File: src/sv/ssd_pkg.sv
`default_nettype none
package ssd_pkg;

    localparam int COORD_W     = 32;
    localparam int DIFF_W      = 33;
    localparam int PROD_W      = 66;
    localparam int DOT_W       = 68;
    localparam int WIDE_W      = 136;
    localparam int DIV_W       = 135;
    localparam int FRAC_W      = 32;
    localparam int Q_W         = 33;
    localparam int PVEC_W      = 68;
    localparam int SQ_W        = 134;
    localparam int ROOT_W      = 67;
    localparam int DIST_W      = 33;
    localparam int LIM_W       = 16;
    localparam int FIFO_DEPTH  = 4;
    localparam int DIV_STAGES  = Q_W;
    localparam int SQRT_STAGES = ROOT_W;
    localparam logic [LIM_W-1:0] LIM_RESET = LIM_W'(1);

    typedef logic signed [DIFF_W-1:0] t_diff;

    // Direction vectors and start offset of one segment pair
    typedef struct packed {
        t_diff [2:0] u;
        t_diff [2:0] v;
        t_diff [2:0] w;
    } t_item;

endpackage
`default_nettype wire

File: src/sv/ssd_if.sv
`default_nettype none
interface ssd_in_if;
    import ssd_pkg::*;
    logic               valid;
    logic               ready;
    logic [COORD_W-1:0] first_start_x;
    logic [COORD_W-1:0] first_start_y;
    logic [COORD_W-1:0] first_start_z;
    logic [COORD_W-1:0] first_end_x;
    logic [COORD_W-1:0] first_end_y;
    logic [COORD_W-1:0] first_end_z;
    logic [COORD_W-1:0] second_start_x;
    logic [COORD_W-1:0] second_start_y;
    logic [COORD_W-1:0] second_start_z;
    logic [COORD_W-1:0] second_end_x;
    logic [COORD_W-1:0] second_end_y;
    logic [COORD_W-1:0] second_end_z;

    modport source (
        output valid, first_start_x, first_start_y, first_start_z,
               first_end_x, first_end_y, first_end_z,
               second_start_x, second_start_y, second_start_z,
               second_end_x, second_end_y, second_end_z,
        input  ready
    );
    modport sink (
        input  valid, first_start_x, first_start_y, first_start_z,
               first_end_x, first_end_y, first_end_z,
               second_start_x, second_start_y, second_start_z,
               second_end_x, second_end_y, second_end_z,
        output ready
    );
endinterface

`default_nettype wire

File: src/sv/ssd_front.sv
`default_nettype none
module ssd_front #(
    parameter int COORD_BITS = 32
) (
    input  wire logic           i_clk,
    input  wire logic           i_rst_n,
    ssd_in_if.sink              i_in,
    output logic                o_valid,
    output ssd_pkg::t_item      o_item,
    input  wire logic           i_take
);
    import ssd_pkg::*;

    logic  r_valid;
    t_item r_item;
    t_item n_item;

    function automatic t_diff ext(input logic [COORD_W-1:0] raw);
        ext = {{(DIFF_W-COORD_BITS){raw[COORD_BITS-1]}}, raw[COORD_BITS-1:0]};
    endfunction

    always_comb begin
        n_item.u[0] = ext(i_in.first_end_x) - ext(i_in.first_start_x);
        n_item.u[1] = ext(i_in.first_end_y) - ext(i_in.first_start_y);
        n_item.u[2] = ext(i_in.first_end_z) - ext(i_in.first_start_z);
        n_item.v[0] = ext(i_in.second_end_x) - ext(i_in.second_start_x);
        n_item.v[1] = ext(i_in.second_end_y) - ext(i_in.second_start_y);
        n_item.v[2] = ext(i_in.second_end_z) - ext(i_in.second_start_z);
        n_item.w[0] = ext(i_in.first_start_x) - ext(i_in.second_start_x);
        n_item.w[1] = ext(i_in.first_start_y) - ext(i_in.second_start_y);
        n_item.w[2] = ext(i_in.first_start_z) - ext(i_in.second_start_z);
    end

    assign i_in.ready = !r_valid || i_take;
    assign o_valid    = r_valid;
    assign o_item     = r_item;

    always_ff @(posedge i_clk) begin
        if (!i_rst_n) begin
            r_valid <= 1'b0;
        end else if (i_in.ready) begin
            r_valid <= i_in.valid;
        end
        if (i_in.valid && i_in.ready) begin
            r_item <= n_item;
        end
    end
endmodule
`default_nettype wire

File: src/flat_wrapper.sv
// flat-port wrapper written by rule: the top's interface ports become plain ports
module ssd_front_flat import ssd_pkg::*;
#(
    parameter int COORD_BITS = 32
)
  (i_clk, i_rst_n, o_valid, o_item, i_take, i_in_valid, i_in_first_start_x, i_in_first_start_y, i_in_first_start_z, i_in_first_end_x, i_in_first_end_y, i_in_first_end_z, i_in_second_start_x, i_in_second_start_y, i_in_second_start_z, i_in_second_end_x, i_in_second_end_y, i_in_second_end_z, i_in_ready);
  ssd_in_if i_in_i ();
  input  wire logic i_clk;
  input  wire logic i_rst_n;
  output logic o_valid;
  output ssd_pkg::t_item o_item;
  input  wire logic i_take;
  input wire logic [$bits(i_in_i.valid)-1:0] i_in_valid;
  input wire logic [$bits(i_in_i.first_start_x)-1:0] i_in_first_start_x;
  input wire logic [$bits(i_in_i.first_start_y)-1:0] i_in_first_start_y;
  input wire logic [$bits(i_in_i.first_start_z)-1:0] i_in_first_start_z;
  input wire logic [$bits(i_in_i.first_end_x)-1:0] i_in_first_end_x;
  input wire logic [$bits(i_in_i.first_end_y)-1:0] i_in_first_end_y;
  input wire logic [$bits(i_in_i.first_end_z)-1:0] i_in_first_end_z;
  input wire logic [$bits(i_in_i.second_start_x)-1:0] i_in_second_start_x;
  input wire logic [$bits(i_in_i.second_start_y)-1:0] i_in_second_start_y;
  input wire logic [$bits(i_in_i.second_start_z)-1:0] i_in_second_start_z;
  input wire logic [$bits(i_in_i.second_end_x)-1:0] i_in_second_end_x;
  input wire logic [$bits(i_in_i.second_end_y)-1:0] i_in_second_end_y;
  input wire logic [$bits(i_in_i.second_end_z)-1:0] i_in_second_end_z;
  output wire logic [$bits(i_in_i.ready)-1:0] i_in_ready;
  assign i_in_i.valid = i_in_valid;
  assign i_in_i.first_start_x = i_in_first_start_x;
  assign i_in_i.first_start_y = i_in_first_start_y;
  assign i_in_i.first_start_z = i_in_first_start_z;
  assign i_in_i.first_end_x = i_in_first_end_x;
  assign i_in_i.first_end_y = i_in_first_end_y;
  assign i_in_i.first_end_z = i_in_first_end_z;
  assign i_in_i.second_start_x = i_in_second_start_x;
  assign i_in_i.second_start_y = i_in_second_start_y;
  assign i_in_i.second_start_z = i_in_second_start_z;
  assign i_in_i.second_end_x = i_in_second_end_x;
  assign i_in_i.second_end_y = i_in_second_end_y;
  assign i_in_i.second_end_z = i_in_second_end_z;
  assign i_in_ready = i_in_i.ready;
  ssd_front #(.COORD_BITS(COORD_BITS)) u_core (.i_clk(i_clk), .i_rst_n(i_rst_n), .i_in(i_in_i), .o_valid(o_valid), .o_item(o_item), .i_take(i_take));
endmodule
File: config.mk
export PLATFORM = sky130hd
export DESIGN_NAME = ssd_front_flat
export DESIGN_NICKNAME = d
export VERILOG_FILES = /design/src/sv/ssd_pkg.sv /design/src/sv/ssd_if.sv /design/src/sv/ssd_front.sv /design/src/flat_wrapper.sv
export SDC_FILE = /design/constraint.sdc
export NUM_CORES = 1
export LEC_CHECK = 0
export ABC_CLOCK_PERIOD_IN_PS = 7300
export BUFFER_PORTS_ARGS = -buffer_cell sky130_fd_sc_hd__buf_2
export CAP_MARGIN = 20
export CORE_AREA = 5 5 265 267
export DETAILED_ROUTE_END_ITERATION = 12
export DIE_AREA = 0 0 270 272
export PLACE_DENSITY = 0.57
export SETUP_SLACK_MARGIN = 0.5
export SLEW_MARGIN = 15
export SYNTH_ARGS = -nofsm -noshare
export SYNTH_HDL_FRONTEND = slang
export SYNTH_SLANG_ARGS = --single-unit
File: constraint.sdc
create_clock -name i_clk -period 7.3 [get_ports i_clk]
set_clock_uncertainty 0.05 [all_clocks]
set_input_delay 0.365 -clock i_clk [delete_from_list [all_inputs] [get_ports i_clk]]
set_output_delay 0.365 -clock i_clk [all_outputs]
set_load 0.02 [all_outputs]
# After elaboration in Yosys (flattened, before gate mapping)
# Cells that the tools add are included.
# W data, S select, Z words.
[word_totals] in_bits=388 out_inout_bits=299 word_cells=22 reg_bits=298
[op_classes] n_reduce_logical=3 add_sub_neg=9
[op_table] op="$sub A32 B32 Y33" n=9
[op_table] op="$logic_and A1 B1 Y1" n=1
[op_table] op="$logic_not A1 Y1" n=1
[op_table] op="$logic_or A1 B1 Y1" n=1

# Longest topological paths before layout
[logic_depth] word_depth=3 ltp_mapped=13 depth_no_buf=13

# Worst setup path after synthesis
# Ideal clock, no wire load.
[synth_path] path_type="input to register" from="input i_take" to="register u_core.r_item, in the netlist u_core.o_item[0], enable pin" required_time_ps=6555 setup_ps=695 path_buffers=0 cell_stages=2 arrival_ps=7391 setup_slack_ps=-836 cell_sequence="nand2b_1 -> and2_1"
[synth_via] elab_chain_cells=2
[synth_lines] item="from (decl)" line="flat_wrapper.sv:12" source="input wire logic i_take;"
[synth_lines] item="$logic_or A1 B1 Y1" line="ssd_front.sv:34" source="assign i_in.ready = !r_valid || i_take;"
[synth_lines] item="$logic_and A1 B1 Y1" line="ssd_front.sv:44" source="if (i_in.valid && i_in.ready) begin"
[synth_lines] item="to (signal assigned)" line="ssd_front.sv:45" source="r_item <= n_item;"
[synth_lines] item="to (decl)" line="ssd_front.sv:15" source="t_item r_item;"
# Every way passes these cells.
# A chain may end at the register's enable or synchronous reset.

==> results.txt <==
Path type of the worst min-delay path: input pin to flip-flop
Number of warnings issued by yosys: 0
Final cycle utilization of the critical path: 42.1%
Core area: 0.0679 mm2
Total gr overflow: 0
Busiest layer in global routing: met2
Remaining antenna violation count: 0
Largest cells by area after synthesis: sky130_fd_sc_hd__edfxtp_1 37%, sky130_fd_sc_hd__ha_1 15%, sky130_fd_sc_hd__xnor2_1 5.8%, sky130_fd_sc_hd__a21oi_1 4.5%, sky130_fd_sc_hd__inv_1 4.3%
Maximum number of pins on one net before global-route repair: 124
# Max-Cap Violations: 0
Final Hold Vio Count: 0
Primary flip-flop cell chosen by synthesis mapping: sky130_fd_sc_hd__edfxtp_1
Fin Setup TNS: 0 ps
Proportion of layout cells with a drive suffix above 1: 24.6%
Master of the slowest instance on the critical path: sky130_fd_sc_hd__a211oi_1
Die area: 0.0734 mm2
Filler Cells Inserted: 6747
Netlist area before placement: 0.0238 mm2
Aggregate global-route resource usage: 22.6%
Total Wirelength: 87000 um
Result of the run: complete, no violations
Kind of critical path: input pin to flip-flop
Maximum resistive drop on vdd: 158 uV
Clock tree buffer depth: 3
Final weighted congestion of routability-driven global placement: 0.940
Max Clk Rate: 0.325 GHz
Mapped Nets: 3159
Total of cells resized after clock tree synthesis: 0
Final min period: 3070 ps
Number of nets in the layout: 3862
Rel. slew slack: 41.6%
Met3 demand-to-capacity share in global routing: 7.14%
Port bufs: 686
Placement row count: 96
Number of distinct standard cells referenced by the synthesized netlist: 86
Area fraction of the dominant cell type after synthesis: 37.5%
Number of global-route vias before repair: 21152
Synthesized area per cell: 9.62 um2
EDFF count, synth: 297
Number of antenna violations at the first check in global routing: 22
Static power due to leakage: 13.9 nW
Setup crit end kind: flip-flop
Starting density of the core: 35.1%
Starting DRT DRC Count: 1528
Initial DRT Pass Iterations: 6
Post-synthesis cell type with the largest combined area: sky130_fd_sc_hd__edfxtp_1
Clock Latency Late Sink: 550 ps
Die Width: 270 um
Mapped Cells: 2474
Startpoint class of the critical path: input pin
Met1 track demand over resource: 26.7%
Share of the yosys chip area belonging to registers: 37.6%
First-pass GRT wire length: 128000 um
CTS tree: built
H-tree Lvls: 2
Pre-CTS setup slack: 3660 ps
Total power: 0.00646 W
Post-route DRC violation count: 0
Number of setup violations in the final report: 0
CTS sink cnt: 298
I/O pin total: 687
Commonest cells after routing, fill and taps aside: 686 x sky130_fd_sc_hd__buf_2, 297 x sky130_fd_sc_hd__edfxtp_1, 288 x sky130_fd_sc_hd__ha_1, 274 x sky130_fd_sc_hd__inv_1, 215 x sky130_fd_sc_hd__a21oi_1
Transition time at the pin with the least slew margin: 876 ps
Per-cell via count in the routed design: 5.16
Largest stage delay, worst path: 460 ps
Final HPWL DP: 73000 um
Clock root buffer master: sky130_fd_sc_hd__clkbuf_16
Highest net fanout along the worst path: 3
Clock transition time at the flip-flop clock pins of the worst setup and hold paths: 60 ps
Number of storage elements in the synthesis netlist: 298
Met2 global-route usage: 40.5%
Async set or reset register ratio after synthesis: 0%
Area Growth Syn to Fin: 24.5%
Setup repair after global routing missed its margin: false
Data required time at the worst endpoint: 7560 ps
Average detailed-routed wire length per instance: 21.2 um
FF+latch area: 0.00894 mm2
Final setup margin: 4230 ps
Final-report max-slew violation count: 0
Inserted Clock Buffers: 42
CP cell instances: buf_2 > ha_1 > fa_1 > nand2b_1 > a21oi_1 > o21ai_1 > a211oi_1 > nor2_1 > o21ai_1 > a221oi_2 > nor2_1 > nand4_1 > a41o_1
P per Cell Area: 218 mW/mm2
Endpoint arrival time on the critical path: 3340 ps
Number of placed instances, taps included: 4013
Die Y-Extent: 272 um
Via count: 21170
Area of combinational cells with multiple inputs: 0.0137 mm2
Commonest non-fill, non-tap cell in the layout: sky130_fd_sc_hd__buf_2
Post-Layout Cell Count: 4104
final timing paths:
path	from	end	slack, ps	depth (start not counted)
min reg2reg	u_core.o_valid$_SDFFE_PN0N_	u_core.o_item[163]$_DFFE_PP_	920	2
max reg2reg	u_core.o_valid$_SDFFE_PN0N_	u_core.o_item[196]$_DFFE_PP_	5140	3
max	i_in_second_start_z[0]	u_core.o_item[98]$_DFFE_PP_	4230	13
min	i_in_first_start_y[0]	u_core.o_item[231]$_DFFE_PP_	150	3
stage by stage:
step                      util (%)  hold WS, ps  area, um2
final                         43.6          151      29600
after global routing          43.6          136      29600
after CTS                     43.6          108      29600
after detailed placement      41.6          488      28200
after global placement        41.6          488      28200
after floorplan                  -          454      23800
critical path: cells and delay by family:
kind            cells  cell delay (ps)
buf+inv             1              120
fa+ha+maj           2              640
simple gates        4              650
compound gates      6             1560
power breakdown:
| group | internal (W) | switching (W) |
|---|---|---|
| clock | 0.00118 | 0.000829 |
| combinational | 0.000820 | 0.00135 |
| sequential | 0.00221 | 0.0000680 |
flip-flops by register name, indices dropped and copies added, names as in the netlist:
signal	cells
u_core.o_item	297
u_core.o_valid	1
timing repair:
action / 4_1_cts / 5_1_grt
setup buffers: 0 / 0
endpoints found under the hold margin: 1 / 0
hold buffers: 2 / 0
synthesized netlist by cell type (5+ instances only):
library cell               instances
sky130_fd_sc_hd__nand3_1          50
sky130_fd_sc_hd__a311oi_1          5
sky130_fd_sc_hd__nor4_1            5
sky130_fd_sc_hd__o22ai_1           6
sky130_fd_sc_hd__nand2b_1         43
sky130_fd_sc_hd__ha_1            288
sky130_fd_sc_hd__a221o_1           7
sky130_fd_sc_hd__a221oi_1          7
sky130_fd_sc_hd__nand2_1         128
sky130_fd_sc_hd__a211o_1           8
sky130_fd_sc_hd__and2_1            9
sky130_fd_sc_hd__o21bai_1         29
sky130_fd_sc_hd__nand4_1          30
sky130_fd_sc_hd__o211ai_1         12
sky130_fd_sc_hd__a21boi_0          5
sky130_fd_sc_hd__a21o_1          110
sky130_fd_sc_hd__xnor2_1         158
sky130_fd_sc_hd__inv_1           274
sky130_fd_sc_hd__o21ai_0         105
sky130_fd_sc_hd__o21ai_1          37
sky130_fd_sc_hd__a41oi_1           5
sky130_fd_sc_hd__nor2b_1          42
sky130_fd_sc_hd__or3_1            13
sky130_fd_sc_hd__o31a_1           17
sky130_fd_sc_hd__a21oi_1         215
sky130_fd_sc_hd__fa_1              9
sky130_fd_sc_hd__a21boi_1          5
sky130_fd_sc_hd__edfxtp_1        297
sky130_fd_sc_hd__and3_1           11
sky130_fd_sc_hd__clkbuf_1         29
sky130_fd_sc_hd__a31o_2            6
sky130_fd_sc_hd__nor2_1          173
sky130_fd_sc_hd__a211oi_1         19
sky130_fd_sc_hd__o31ai_1          11
sky130_fd_sc_hd__and4_1            8
sky130_fd_sc_hd__a31oi_1          19
sky130_fd_sc_hd__o21a_1           57
sky130_fd_sc_hd__xor2_1           80
sky130_fd_sc_hd__nor3_1           50
sky130_fd_sc_hd__a41o_1            6
cell type report:
type	instances	share of cell area (%)
well taps	882	3.73
clock buffers	50	3.72
clock inverters	26	0.731
flip-flops and latches	298	30.2
repair buffers	693	11.8
inverters	274	3.47
diodes	13	0.110
multi-input cells	1868	46.2
cells by family (layout without fill, tap and decap cells):
logic type      Yosys count  in the layout  synth area share (%)
mux                       3              3                 0.137
compound gates          751            751                  21.0
simple gates            579            579                  11.8
flops                   298            298                  37.6
fa+ha+maj               297            297                  15.9
buf+inv                 308           1043                  4.91
other cells               0             13                     0
xor+xnor                238            238                  8.76
per-layer routing:
layer / vias to the layer above / routed length [um]
li1: 10497 / -
met1: 9893 / 35200
met2: 654 / 42800
met3: 108 / 7160
met4: 18 / 1730
met5: - / 119
Note: power is estimated with default switching activity, not from simulation.
